===== src/sv/fht_pkg.sv =====
// ----------------------------------------------------------------------------
// fht_pkg: shared types and constants of the flow heavy-hitter table
// Payload structs, register indexes and protocol constants.
// ----------------------------------------------------------------------------
package fht_pkg;

  localparam int unsigned EntriesPerTable = 512;
  localparam int unsigned CountBits       = 48;

  localparam logic [15:0] EthIpv4   = 16'h0800;
  localparam logic [7:0]  ProtoTcp  = 8'd6;
  localparam logic [7:0]  ProtoUdp  = 8'd17;
  localparam logic [15:0] MinIpLen  = 16'd34;
  localparam logic [15:0] MinUdpLen = 16'd42;
  localparam logic [15:0] MinTcpLen = 16'd54;

  localparam logic [31:0] ThresholdReset = 32'd1024;
  localparam logic [31:0] IpMaskReset    = 32'hFFFF_FFF0;

  localparam int unsigned KeyBits = 104;

  typedef enum logic [7:0] {
    REG_BYTE_THRESHOLD = 8'd0,
    REG_SOURCE_IP_MASK = 8'd1
  } cfg_reg_e;

  typedef struct packed {
    logic [15:0] ethertype;
    logic [7:0]  ip_protocol;
    logic [31:0] source_ip;
    logic [31:0] dest_ip;
    logic [15:0] source_port;
    logic [15:0] dest_port;
    logic        syn_flag;
    logic        tcp_fin;
    logic [15:0] frame_len;
  } in_item_t;

  typedef struct packed {
    logic        verdict;
    logic        table_hit;
    logic        heavy;
    logic [47:0] flow_bytes;
    logic        inserted;
    logic        removed;
    logic        insert_failed;
  } out_item_t;

  typedef struct packed {
    logic [7:0]  proto;
    logic [31:0] sip;
    logic [31:0] dip;
    logic [15:0] sport;
    logic [15:0] dport;
  } flow_key_t;

  typedef struct packed {
    logic        drop;
    logic        is_tcp;
    logic        syn;
    logic        fin;
    flow_key_t   key;
    logic [15:0] len;
  } cls_item_t;

  typedef struct packed {
    logic clearing;
    logic busy;
  } back_status_t;

endpackage


===== src/sv/fht_front.sv =====
// ----------------------------------------------------------------------------
// fht_front: packet classifier
// Decide drop, build the masked flow key and push into the queue.
// ----------------------------------------------------------------------------
module fht_front (
  input  logic               in_valid_i,
  input  fht_pkg::in_item_t  in_data_i,
  input  logic [31:0]        ip_mask_i,
  input  logic               hold_i,
  output logic               in_stall_o,
  output logic               push_o,
  output fht_pkg::cls_item_t item_o
);
  import fht_pkg::*;

  logic is_tcp, is_udp, drop;

  always_comb begin
    is_tcp = in_data_i.ip_protocol == ProtoTcp;
    is_udp = in_data_i.ip_protocol == ProtoUdp;
    drop   = (in_data_i.ethertype != EthIpv4) || (in_data_i.frame_len < MinIpLen) ||
             (!is_tcp && !is_udp) ||
             (is_udp && (in_data_i.frame_len < MinUdpLen)) ||
             (is_tcp && (in_data_i.frame_len < MinTcpLen));
  end

  always_comb begin
    item_o.drop      = drop;
    item_o.is_tcp    = is_tcp;
    item_o.syn       = in_data_i.syn_flag;
    item_o.fin       = in_data_i.tcp_fin;
    item_o.key.proto = in_data_i.ip_protocol;
    item_o.key.sip   = in_data_i.source_ip & ip_mask_i;
    item_o.key.dip   = in_data_i.dest_ip;
    item_o.key.sport = in_data_i.source_port;
    item_o.key.dport = in_data_i.dest_port;
    item_o.len       = in_data_i.frame_len;
  end

  assign in_stall_o = hold_i;
  assign push_o     = in_valid_i && !hold_i;

endmodule


===== config.mk =====
export PLATFORM = sky130hd
export DESIGN_NAME = fht_front
export DESIGN_NICKNAME = d
export VERILOG_FILES = /design/src/sv/fht_pkg.sv /design/src/sv/fht_front.sv
export SDC_FILE = /design/constraint.sdc
export NUM_CORES = 1
export LEC_CHECK = 0
export BUFFER_PORTS_ARGS = -buffer_cell sky130_fd_sc_hd__buf_2
export CORE_AREA = 3 3 114 116
export DETAILED_ROUTE_END_ITERATION = 7
export DIE_AREA = 0 0 117 119
export SLEW_MARGIN = 10
export SYNTH_ARGS = -nofsm -noshare
export SYNTH_HDL_FRONTEND = slang
export SYNTH_SLANG_ARGS = --single-unit

===== constraint.sdc =====
create_clock -name vclk -period 2
set_clock_uncertainty 0.1 [all_clocks]
set_input_delay 0.2 -clock vclk [all_inputs]
set_output_delay 0.2 -clock vclk [all_outputs]
set_load 0.01 [all_outputs]

==> reports/summary.txt, run 1 <==
area grow syn2layout - 28.7%
GP Congestion - 0.563
share of the synthesized area in the top cell type - 65.4%
post-synthesis mux area share - 0%
most common cell in the netlist - buf_4
vias in the first global route - 992
top cells by area, synth - buf_4 (65%), and2_1 (19%), nor4_1 (2.9%)
antenna violations before repair - 2
RSZ-0062 raised after global routing - no
Total Neg Setup Slack - 0 ps
Initial Utilization - 8.89%
Slew @ Worst Pin - 476 ps
I/O pin cnt - 298
First-pass DRT Iterations - 2
cts repair resizes - 0
warnings from Yosys - 0
element type at the critical path end - primary output
row cnt - 40
share of layout cells above drive strength 1 - 76.1%
adder-cell share of the synthesized area - 0%
DR vias/cell - 3.11
core area - 12000 um^2
Worst EP arrival - 1250 ps
cell accounting for the most synthesized area - buf_4
Hold Buf Count CTS - 0
Storage cell area - 0 um^2
Die Height - 119 um
Routed Antenna Nets - 0
DIE AREA - 13900 um^2
Critical path buffers and inverters - 2
outcome - completed
Seq/Total Area, Yosys - 0%
Pleak - 0.827 nW
Final #Nets - 392
Max-Cap Viols - 0
critical path, cell by cell - buf_2 > nor4_1 > o2111ai_1 > o2111ai_1 > buf_2
fin crit period - 1550 ps
Synth cell types - 16
Slew HR - 68.0%
CP startpoint kind - input port
GRT Overall Usage - 4.62%
total grt overflow - 0
Die Wd - 117 um
CP Class - in2out
endpoints failing hold - 0
sequential cell count - 0
WP data required - 1700 ps
Synth Area in Compound Gates - 4.92%
crit-path max FO - 2
number of fill cells - 1407
syn_area_per_cell - 7.26 um^2
via count - 1135
Max Slew Vio Count - 0
syn_nets - 319
Power Total - 0.235 mW
HP Class - in2out
n_diodes - 0
Residual DRC - 0
CP max-delay cell - nor4_1
Cells after Synth - 147
largest net degree at the start of global routing - 4
Worst Setup Slack, final - 447 ps
Commonest cells post-synth - buf_4 (93), and2_1 (33), nor4_1 (5)
FMAX - 0.644 GHz
setup bufs post-CTS - 0
Post-Synth Simple-Gate Area - 29.0%
HPWL Detailed - 3930 um
CP peak stage delay - 420 ps
critical path's top delay family - simple AND/OR/NAND/NOR gates
Mapped Area - 1070 um^2
combinational family with the most area after synthesis - buffers and inverters
XOR/XNOR Fraction of Synth Area - 0%
Routed Wire Length - 4190 um
pwr/cell area - 171 nW/um^2
DP Worst Slack - 328 ps
DR iter-0 viols - 5
clock buf count - 0
final setup fails - 0
WL/cell - 11.5 um
port bufs - 164
first-pass GRT wire length - 4880 um
final period utilization - 77.6%
worst hold margin - 300 ps
Final Non-Filler Cells - 365
worst vdd ir - 44.3 uV
placed cells - 365
==> layer usage <==
metal / routed length (um) / vias up / share of wire [%] / GRT usage [%]
li1: - / 520 / - / -
met5: 27 / - / 0.64 / 0
met2: 2230 / 126 / 53 / 10.4
met1: 873 / 443 / 21 / 2.08
met3: 703 / 42 / 17 / 1.58
met4: 350 / 4 / 8.4 / 4.09
==> kinds of logic (layout without fill, tap and decap cells) <==
kind of cell | after synthesis | in the layout
buffers and inverters | 95 | 166
and+or+nand+nor | 46 | 46
AOI/OAI and AO/OA | 6 | 6
==> where the power goes <==
| group | internal, mW | total, mW | switching [mW] |
|---|---|---|---|
| sequential | 0 | 0 | 0 |
| combinational | 0.133 | 0.235 | 0.102 |
| clock | 0 | 0 | 0 |
| total | 0.133 | 0.235 | 0.102 |
==> layout make-up <==
class,instances,area [um^2],area share [%]
inverters,2,7.51,0.546
multi-input cells,52,362,26.3
well taps,147,184,13.4
repair buffers,164,821,59.7
==> stage by stage <==
stage	utilization, %	cell area, um^2
detailed placement	11.4	1370
global placement	11.4	1370
CTS	11.4	1370
floorplan	-	1070
global route	11.4	1370
finish	11.4	1370
==> final timing paths <==
kind | startpoint | end | cells after the start
worst min-delay path | in_data_i[16] | item_o[120] | 0
worst max-delay path | in_data_i[13] | item_o[123] | 5
==> cell usage in the layout, fill, tap and decap left out <==
| master | netlist | layout |
|---|---|---|
| a21oi_1 | 1 | 1 |
| and4bb_1 | 1 | 1 |
| nor4_4 | 1 | 1 |
| nor2b_1 | 1 | 1 |
| o2111ai_1 | 2 | 2 |
| o211a_1 | 1 | 1 |
| nor4bb_1 | 1 | 1 |
| inv_1 | 2 | 2 |
| buf_2 | 0 | 164 |
| nor4_1 | 5 | 5 |
| nor2_1 | 2 | 2 |
| and2_1 | 33 | 33 |
| a221oi_2 | 1 | 1 |
| and4b_1 | 1 | 1 |
| nand2_1 | 1 | 1 |
| o21ai_0 | 1 | 1 |
Note: power is estimated with default switching activity, not from simulation.
==> inputs of run 2 (changes only) <==
--- a/config.mk
+++ b/config.mk
@@ -6,9 +6,9 @@
 export NUM_CORES = 1
 export LEC_CHECK = 0
 export BUFFER_PORTS_ARGS = -buffer_cell sky130_fd_sc_hd__buf_2
-export CORE_AREA = 3 3 114 116
+export CORE_AREA = 3 3 116 118
 export DETAILED_ROUTE_END_ITERATION = 7
-export DIE_AREA = 0 0 117 119
+export DIE_AREA = 0 0 119 121
 export SLEW_MARGIN = 10
 export SYNTH_ARGS = -nofsm -noshare
 export SYNTH_HDL_FRONTEND = slang
==> constraint.sdc (replaced) <==
create_clock -name vclk -period 1.53
set_clock_uncertainty 0.1 [all_clocks]
set_input_delay 0.153 -clock vclk [all_inputs]
set_output_delay 0.153 -clock vclk [all_outputs]
set_load 0.01 [all_outputs]
==> reports/summary.txt, run 2 (synthesized netlist as in run 1, its figures left out) <==
outcome - completed
largest net degree at the start of global routing - 4 (unchanged)
Residual DRC - 0 (unchanged)
First-pass DRT Iterations - 4 (+2)
port bufs - 164 (unchanged)
DR vias/cell - 2.83 (-9.0%)
Initial Utilization - 8.49% (-0.39 points)
FMAX - 0.700 GHz
Worst Setup Slack, final - 101 ps (-346 ps)
Slew @ Worst Pin - 328 ps (-147 ps)
I/O pin cnt - 298 (unchanged)
CP Class - in2out
Worst EP arrival - 1180 ps (-70 ps)
GRT Overall Usage - 4.03% (-0.59 points)
endpoints failing hold - 0 (unchanged)
core area - 12600 um^2 (+4.6%)
Routed Wire Length - 3710 um (-11%)
WP data required - 1280 ps (-420 ps)
Routed Antenna Nets - 0 (unchanged)
Power Total - 0.310 mW (+31%)
element type at the critical path end - primary output
Die Wd - 119 um (+1.7%)
clock buf count - 0 (unchanged)
fin crit period - 1430 ps
crit-path max FO - 2 (unchanged)
Critical path buffers and inverters - 3 (+1)
Pleak - 0.839 nW (+1.5%)
area grow syn2layout - 34.5%
worst vdd ir - 39.7 uV (-10%)
design area - 1440 um^2 (+4.5%)
Final #Nets - 394 (+0.51%)
Slew HR - 77.9% (+9.9 points)
final setup fails - 0 (unchanged)
row cnt - 41 (+2.5%)
Hold Buf Count CTS - 0 (unchanged)
most frequent cells in the layout - buf_2 (164), and2_1 (33), nor4_1 (4)
DIE AREA - 14400 um^2 (+3.4%)
pwr/cell area - 216 nW/um^2 (+26%)
CP startpoint kind - input port
Placed Area - 1420 um^2 (+3.4%)
CP max-delay cell - nor4_4
share of layout cells above drive strength 1 - 76.8% (+0.67 points)
worst hold margin - 206 ps (-94.0 ps)
DR iter-0 viols - 6 (+1)
critical path, cell by cell - buf_2 > nor4_4 > buf_4 > o2111ai_1 > o2111ai_1 > buf_2
Storage cell area - 0 um^2 (unchanged)
commonest non-fill, non-tap cell in the layout - buf_2
total grt overflow - 0 (unchanged)
Max-Cap Viols - 0 (unchanged)
Max Slew Vio Count - 0 (unchanged)
Die Height - 121 um (+1.7%)
GP Congestion - 0.550 (-2.4%)
WL/cell - 9.47 um (-17%)
CP peak stage delay - 280 ps (-140 ps)
final period utilization - 93.4%
RSZ-0062 raised after global routing - no
via count - 1109 (-2.3%)
antenna violations before repair - 0 (-2)
DP Worst Slack - -138 ps (-466 ps)
HPWL Detailed - 3430 um (-13%)
HP Class - in2out
vias in the first global route - 972 (-2.0%)
n_diodes - 0 (unchanged)
first-pass GRT wire length - 4650 um (-4.7%)
sequential cell count - 0 (unchanged)
critical path's top delay family - buffers and inverters
number of fill cells - 1487 (+5.7%)
run 2: cell types whose count changed in the layout (fill, tap and decap cells not counted):
cell / previous run / this run
buf_4: 0 / 2
nor4_1: 5 / 4
nor4_4: 1 / 2
run 2: report_power, final:
part	switching, mW	leakage (nW)	internal, mW
registers	0	0	0
logic	0.133	0.839	0.177
clock network	0	0	0
run 2: final cells by class:
| class | count | area, um^2 | area share, % |
|---|---|---|---|
| inverters | 2 | 7.51 | 0.523 |
| multi-input cells | 52 | 377 | 26.2 |
| well taps | 172 | 215 | 15.0 |
| repair buffers | 166 | 836 | 58.2 |
run 2: repair_timing:
item / 4_1_cts / 5_1_grt
buffers inserted: 0 / 0
cloned: 0 / 0
endpoints found under the setup margin: 1 / 1
pin swaps: 0 / 1
resized for setup: 2 / 0
run 2: stage by stage:
step | setup TNS, ps | instances | util (%)
6_report | 0 | 392 | 11.4
5_1_grt | 0 | 392 | 11.4
4_1_cts | 0 | 392 | 11.4
3_5_place_dp | -138 | 392 | 11.3
3_3_place_gp | -81.2 | 392 | 11.3
2_1_floorplan | 0 | 147 | -
run 2: final timing paths:
| kind | start | end | cells past startpoint |
|---|---|---|---|
| max | in_data_i[6] | item_o[123] | 6 |
| min | in_data_i[18] | item_o[16] | 0 |
run 2: layer usage:
metal	track usage [%]	part of all wire (%)	vias to the layer above
met1	2.69	25	446
li1	-	-	525
met2	8.65	53	110
met4	3.69	7.5	0
met3	0.886	14	28
met5	0	0	-
