## config.mk

```make
export PLATFORM = sky130hd
export DESIGN_NAME = fht_queue
export DESIGN_NICKNAME = d
export VERILOG_FILES = /design/src/sv/fht_pkg.sv /design/src/sv/fht_queue.sv
export SDC_FILE = /design/constraint.sdc
export NUM_CORES = 1
export LEC_CHECK = 0
export ABC_AREA = 0
export BUFFER_PORTS_ARGS = -buffer_cell sky130_fd_sc_hd__buf_2
export CORE_ASPECT_RATIO = 0.9
export CORE_UTILIZATION = 40
export CTS_BUF_LIST = sky130_fd_sc_hd__clkbuf_8
export DETAILED_ROUTE_END_ITERATION = 16
export PLACE_DENSITY = 0.67
export SETUP_SLACK_MARGIN = 0.05
export SYNTH_ARGS = -nofsm -noshare
export SYNTH_HDL_FRONTEND = slang
export SYNTH_SLANG_ARGS = --single-unit
export TNS_END_PERCENT = 1
```

## constraint.sdc

```tcl
create_clock -name clk_i -period 8 [get_ports clk_i]
set_input_delay 1.6 -clock clk_i [delete_from_list [all_inputs] [get_ports clk_i]]
set_output_delay 1.6 -clock clk_i [all_outputs]
set_load 0.05 [all_outputs]
```

## src/sv/fht_pkg.sv

```systemverilog
// ----------------------------------------------------------------------------
// fht_pkg: shared types and constants of the flow heavy-hitter table
// Payload structs, register indexes and protocol constants.
// ----------------------------------------------------------------------------
package fht_pkg;

  localparam int unsigned EntriesPerTable = 512;
  localparam int unsigned CountBits       = 48;

  localparam logic [15:0] EthIpv4   = 16'h0800;
  localparam logic [7:0]  ProtoTcp  = 8'd6;
  localparam logic [7:0]  ProtoUdp  = 8'd17;
  localparam logic [15:0] MinIpLen  = 16'd34;
  localparam logic [15:0] MinUdpLen = 16'd42;
  localparam logic [15:0] MinTcpLen = 16'd54;

  localparam logic [31:0] ThresholdReset = 32'd1024;
  localparam logic [31:0] IpMaskReset    = 32'hFFFF_FFF0;

  localparam int unsigned KeyBits = 104;

  typedef enum logic [7:0] {
    REG_BYTE_THRESHOLD = 8'd0,
    REG_SOURCE_IP_MASK = 8'd1
  } cfg_reg_e;

  typedef struct packed {
    logic [15:0] ethertype;
    logic [7:0]  ip_protocol;
    logic [31:0] source_ip;
    logic [31:0] dest_ip;
    logic [15:0] source_port;
    logic [15:0] dest_port;
    logic        syn_flag;
    logic        tcp_fin;
    logic [15:0] frame_len;
  } in_item_t;

  typedef struct packed {
    logic        verdict;
    logic        table_hit;
    logic        heavy;
    logic [47:0] flow_bytes;
    logic        inserted;
    logic        removed;
    logic        insert_failed;
  } out_item_t;

  typedef struct packed {
    logic [7:0]  proto;
    logic [31:0] sip;
    logic [31:0] dip;
    logic [15:0] sport;
    logic [15:0] dport;
  } flow_key_t;

  typedef struct packed {
    logic        drop;
    logic        is_tcp;
    logic        syn;
    logic        fin;
    flow_key_t   key;
    logic [15:0] len;
  } cls_item_t;

  typedef struct packed {
    logic clearing;
    logic busy;
  } back_status_t;

endpackage

```

## src/sv/fht_queue.sv

```systemverilog
// ----------------------------------------------------------------------------
// fht_queue: two-entry queue between classifier and table engine
// Decouple the two sides so each can stall on its own.
// ----------------------------------------------------------------------------
module fht_queue (
  input  logic               clk_i,
  input  logic               rst_ni,
  input  logic               push_i,
  input  fht_pkg::cls_item_t push_data_i,
  output logic               full_o,
  input  logic               pop_i,
  output logic               pop_valid_o,
  output fht_pkg::cls_item_t pop_data_o
);
  import fht_pkg::*;

  cls_item_t   slot_q [2];
  logic        wptr_q, wptr_d, rptr_q, rptr_d;
  logic [1:0]  count_q, count_d;

  assign full_o      = count_q == 2'd2;
  assign pop_valid_o = count_q != 2'd0;
  assign pop_data_o  = slot_q[rptr_q];

  always_comb begin
    wptr_d  = wptr_q ^ push_i;
    rptr_d  = rptr_q ^ pop_i;
    count_d = count_q + {1'b0, push_i} - {1'b0, pop_i};
  end

  always_ff @(posedge clk_i or negedge rst_ni) begin
    if (!rst_ni) begin
      wptr_q  <= 1'b0;
      rptr_q  <= 1'b0;
      count_q <= 2'd0;
    end else begin
      wptr_q  <= wptr_d;
      rptr_q  <= rptr_d;
      count_q <= count_d;
    end
  end

  always_ff @(posedge clk_i) begin
    if (push_i) begin
      slot_q[wptr_q] <= push_data_i;
    end
  end

endmodule

```

==> results of run 1 <==
## cells in the final DEF, fill, tap and decap left out
cell type   instances
inv_1              17
xor3_1              1
mux2_2             74
ha_1                2
ha_4                2
dfrtp_1             3
xor2_1              1
edfxtp_1          248
clkbuf_8           41
clkinv_2            3
diode_2             1
dfrtp_4             1
mux2_4             50
or2_2               1
buf_2             253
buf_4               3
clkinvlp_4          1
nor2b_1             1
clkinv_1            9
## worst max path at each step
stage | startpoint | to | slack, ns | cells past startpoint
6_report | rptr_q$_DFF_PN0_ | pop_data_o[47] | 3.23 | 3
5_1_grt | rptr_q$_DFF_PN0_ | pop_data_o[49] | 3.04 | 3
4_1_cts | rptr_q$_DFF_PN0_ | pop_data_o[47] | 3.16 | 3
3_5_place_dp | rptr_q$_DFF_PN0_ | pop_data_o[47] | 3.74 | 3
3_3_place_gp | rptr_q$_DFF_PN0_ | pop_data_o[10] | 3.79 | 3
2_1_floorplan | push_i | slot_q[0][0]$_DFFE_PP_ | 2.99 | 1
## per-layer routing
metal	vias up	part of all wire, %	global-route usage, %
met5	-	0.17	0
met4	4	2.2	5.047
met3	41	10	5.929
li1	2172	-	-
met2	198	48	22.61
met1	2234	40	16.67
## flip-flops by register name, indices dropped and copies added (netlist names)
name	count
slot_q	248
count_q	2
rptr_q	1
wptr_q	1
## where the power goes
part / total [mW] / switching (mW) / internal, mW
clock network: 0.929 / 0.457 / 0.472
logic: 1.96 / 1.37 / 0.588
registers: 1.89 / 0.129 / 1.76
total: 4.77 / 1.96 / 2.82
## layout make-up
type / count / area, um2
Fill cell: 1828 / 11100
Sequential cell: 252 / 7551
Multi-Input combinational cell: 132 / 1704
Timing Repair Buffer: 256 / 1289
Clock buffer: 41 / 564.3
Tap cell: 297 / 371.6
Clock inverter: 26 / 105.1
Inverter: 4 / 15.01
Antenna cell: 1 / 2.502
## kinds of logic after synthesis
kind of cell	count (synthesis)	share of synthesized area, %
buffers and inverters	18	1.378
muxes	124	16.93
adders and majority gates	4	0.5350
and+or+nand+nor	2	0.1338
DFF	252	80.67
xor gates and xnor gates	2	0.3477
## critical path, stage by stage, from the launching register on
cell	delay (ns)
dfrtp_4	1.06
buf_4	0.85
mux2_2	0.42
buf_2	0.21
## metrics by stage
step           power, mW  worst slack (ns)  instances
6_report           4.773             3.227       1009
5_1_grt            4.980             3.042       1009
4_1_cts            4.840             3.155       1008
3_5_place_dp       3.894             3.737        941
3_3_place_gp       3.863             3.792        941
2_1_floorplan      3.533             2.991        402
==> flow_summary.toml, run 1 <==
[outcome]
outcome = "finished clean"

[floorplanning]
dieArea_mm2 = 0.02401
fp.dieH_um = 147.1
die_x_um = 163.2
core_area_mm2 = 0.02271
fp-row-count = 52
pin_count = 254
start_util_pct = 41.20

[logic_synthesis]
synth_top_area_share_pct = 79.60
ys_warn_count = 0
ys_types = 12
syn_avg_cell_area_um2 = 23.27
synth-async-reset-ratio_pct = 1.587
ys.flop_type = "edfxtp_1"
synth_area_leaders = "edfxtp_1 (80%), mux2_2 (8.9%), mux2_4 (8.0%)"
syn_nets = 534
netlist_area_mm2 = 0.009355
synth-seq-area-share_pct = 80.67
synth_edf_count = 248
synth_seq_cells = 252
syn_inst = 402
yosys.area.top_type = "edfxtp_1"
synth_top_cells_by_count = "edfxtp_1 (248), mux2_2 (74), mux2_4 (50), buf_2 (7), buf_6 (7)"
synth_most_common_cell = "edfxtp_1"

[clocking]
cts-root-buf = "clkbuf_8"
cts_setup_buffers = 0
cts.reportedPaths.clkPinSlew_ns = 0.05
numCtsBuffers = 41
clock_sinks = 252
htreeDepth = 2
cts_tree = "yes"
postCtsHoldBufs = 0
ctsResizeCount = 0
clkLatencyLatePin_ns = 0.51
clock_path_buffers = 3

[sta]
final-hold-violation-count = 0
fin_tns_setup_ns = 0
period_share_pct = 59.66
rsz0062_at_grt = "false"
finalClockSkew_ns = 0.01969
slew_viol_final = 0
relSlewSlack_pct = 34.92
tightest_slew_ns = 0.9762
clock.fmax_mhz = 209.5
setup_viol = 0
min_period_ns = 4.773
whs_ns = 0.6238

[min_path]
min_to = "count_q[1]$_DFF_PN0_"
min_from = "count_q[1]$_DFF_PN0_"
hp-class = "register to register"
whs_path_depth = 1

[grt]
grt_antenna_before_repair = 3
grt_pass1_vias = 4986
overflow = 0
grt_pass1_wl_um = 25800
grt_start_max_net_pins = 69
track_usage_pct = 14.00

[drt]
vias = 4649
drt_iter0_drc = 213
wl_per_cell_um = 17.01
drc = 0
drt_pass1_iterations = 4
vias_per_cell = 4.608
ant_nets = 0
wirelength_um = 17160

[flow_run]
maxCapViolations = 0

[setup_path]
crit_path_end_kind = "output pin"
critPathKind = "register to output pin"
start_kind = "register"
path_max_fanout = 67
crit_required_ns = 6.40
reg2reg_depth = 3
reg2reg_slack_ns = 5.52
arrival_ns = 3.17
rr_startpoint = "wptr_q$_DFF_PN0_"
r2r_end = "slot_q[0][82]$_DFFE_PP_"

[layout]
final_area_mm2 = 0.01160
utilization_pct = 51.10
drive_gt1_share_pct = 60.34
final_nets = 819
area_growth_pct = 24.02

[place]
dpl_cell_area_mm2 = 0.01093
dp_hpwl_um = 11300
numPortBuffers = 253
gp_congestion = 0.7587

[power_and_ir_drop]
p_per_area_mw_per_mm2 = 411.4
ir_drop_v = 0.0002482
leakage_nw = 4.551
Power figures use the tool's default switching activity.
==> inputs of run 2 (changes only) <==
Settings changed: PLACE_DENSITY 0.67 to 0.69.
Clock period 8 ns to 4.1 ns, I/O delays scaled along.
==> run 2 against run 1 <==
Compared with the run above:
- clock-buffer cell count grew 4
- critical path depth is the same
- sequential cell count is the same
- global-route usage grew 0.19 points
- clock power grew 110%
- core utilization grew 0.55 points
- design area grew 1.1%
- sequential power grew 88%
- power grew 99%
- largest cell class unchanged
==> flow_summary.toml, run 2 (synthesis results as in run 1) <==
[drt]
wl_per_cell_um = 17.01
drc = 0
drt_iter0_drc = 194
vias_per_cell = 4.647
wirelength_um = 17250
drt_pass1_iterations = 4
ant_nets = 0
vias = 4712

[power_and_ir_drop]
total_power_mw = 9.509
p_per_area_mw_per_mm2 = 810.9
ir_drop_v = 0.0004938
leakage_nw = 4.603

[grt]
grt_pass1_vias = 5160
grt_pass1_wl_um = 26190
overflow = 0
grt_start_max_net_pins = 79
track_usage_pct = 14.19
grt_antenna_before_repair = 1

[setup_path]
cp_top_family = "buffers and inverters"
worst-path-buf-inv = 2
cp_cell_sequence = "buf_4 -> mux2_2 -> buf_2"
critPathKind = "register to output pin"
crit_path_end_kind = "output pin"
arrival_ns = 2.24
start_kind = "register"
slowest_stage = "buf_4"
path_max_fanout = 50
slowest_delay_ns = 0.57
crit_required_ns = 3.28

[flow_run]
maxCapViolations = 0

[layout]
area_growth_pct = 25.36
fillers = 1884
multi_input_area_mm2 = 0.001704
seq_area_mm2 = 0.007551
largest_reg_flops = 248
final_common_cell = "buf_2"
final_nets = 820
drive_gt1_share_pct = 60.61
reg_top3 = "slot_q (248), count_q (2)"
regMostFlops = "slot_q"
final_cell_mix = "buf_2 (253), edfxtp_1 (248), mux2_2 (74)"
utilization_pct = 51.65

[floorplanning]
die_x_um = 163.2
core_area_mm2 = 0.02271
fp.dieH_um = 147.1
fp-row-count = 52
pin_count = 254
dieArea_mm2 = 0.02401
start_util_pct = 41.20

[sta]
finalClockSkew_ns = 0.01151
period_share_pct = 74.52
min_period_ns = 3.055
relSlewSlack_pct = 52.13
clock.fmax_mhz = 327.3
rsz0062_at_grt = "false"
tightest_slew_ns = 0.7181
fin_tns_setup_ns = 0
final-hold-violation-count = 0
slew_viol_final = 0
setup_viol = 0

[outcome]
outcome = "finished clean"

[clocking]
postCtsHoldBufs = 0
cts.reportedPaths.clkPinSlew_ns = 0.06
ctsResizeCount = 0
cts-root-buf = "clkbuf_8"
numCtsBuffers = 41
clock_path_buffers = 3
cts_setup_buffers = 0
htreeDepth = 2
clock_sinks = 252
clkLatencyLatePin_ns = 0.51
cts_tree = "yes"

[min_path]
hp-class = "primary input to async pin"

[place]
numPortBuffers = 253
gp_congestion = 0.7280
dp_hpwl_um = 11290
## run 2: cell count changes in the layout (fill, tap and decap cells not counted), sizes merged
cell and change:
bufinv +1, inv -1, clkbuf +4, buf +1
## run 2: worst register-to-register path, stage by stage, from the launching register on
cell,delay [ns]
dfrtp_1,0.41
inv_1,0.10
ha_4,0.58
buf_12,0.45
## run 2: power by group
part	internal, mW	switching [mW]
clock network	1.06	0.904
logic	1.17	2.82
registers	3.42	0.127
total	5.66	3.85
## run 2: area by class of cell
class,count,area share (%)
Tap cell,297,3.169
Sequential cell,252,64.39
Clock inverter,26,1.110
Multi-Input combinational cell,132,14.53
Inverter,4,0.1280
Clock buffer,45,5.281
Antenna cell,1,0.02134
Timing Repair Buffer,257,11.37
## run 2: worst paths after layout
check | to | start | slack [ns] | cells past startpoint
worst max register to register | slot_q[0][70]$_DFFE_PP_ | wptr_q$_DFF_PN0_ | 2.13 | 3
worst min-delay path | count_q[1]$_DFF_PN0_ | rst_ni | 0.10 | 1
worst min register to register | rptr_q$_DFF_PN0_ | rptr_q$_DFF_PN0_ | 0.59 | 1
min in group clk_i | slot_q[1][104]$_DFFE_PP_ | push_data_i[104] | 0.48 | 1
worst max-delay path | pop_data_o[41] | rptr_q$_DFF_PN0_ | 1.04 | 3
max in group asynchronous | rptr_q$_DFF_PN0_ | rst_ni | 3.85 | 1
## run 2: through the flow
stage,setup WS (ns),instance area (um2),hold WS [ns],std cells
6_report,1.045,11730,0.1013,1014
5_1_grt,0.9129,11730,0.06232,1013
4_1_cts,0.9735,11730,0.05209,1013
3_5_place_dp,1.556,10980,0.5903,942
2_1_floorplan,-0.1290,9358,0.5244,402
3_3_place_gp,1.611,10980,0.5658,942
## run 2: per-layer routing
| metal | part of all wire (%) | up-vias | track usage [%] |
|---|---|---|---|
| met1 | 39 | 2311 | 16.19 |
| met2 | 49 | 194 | 24.19 |
| met4 | 2.2 | 0 | 5.140 |
| met3 | 9.4 | 35 | 5.336 |
| met5 | 0 | - | 0 |
| li1 | - | 2172 | - |
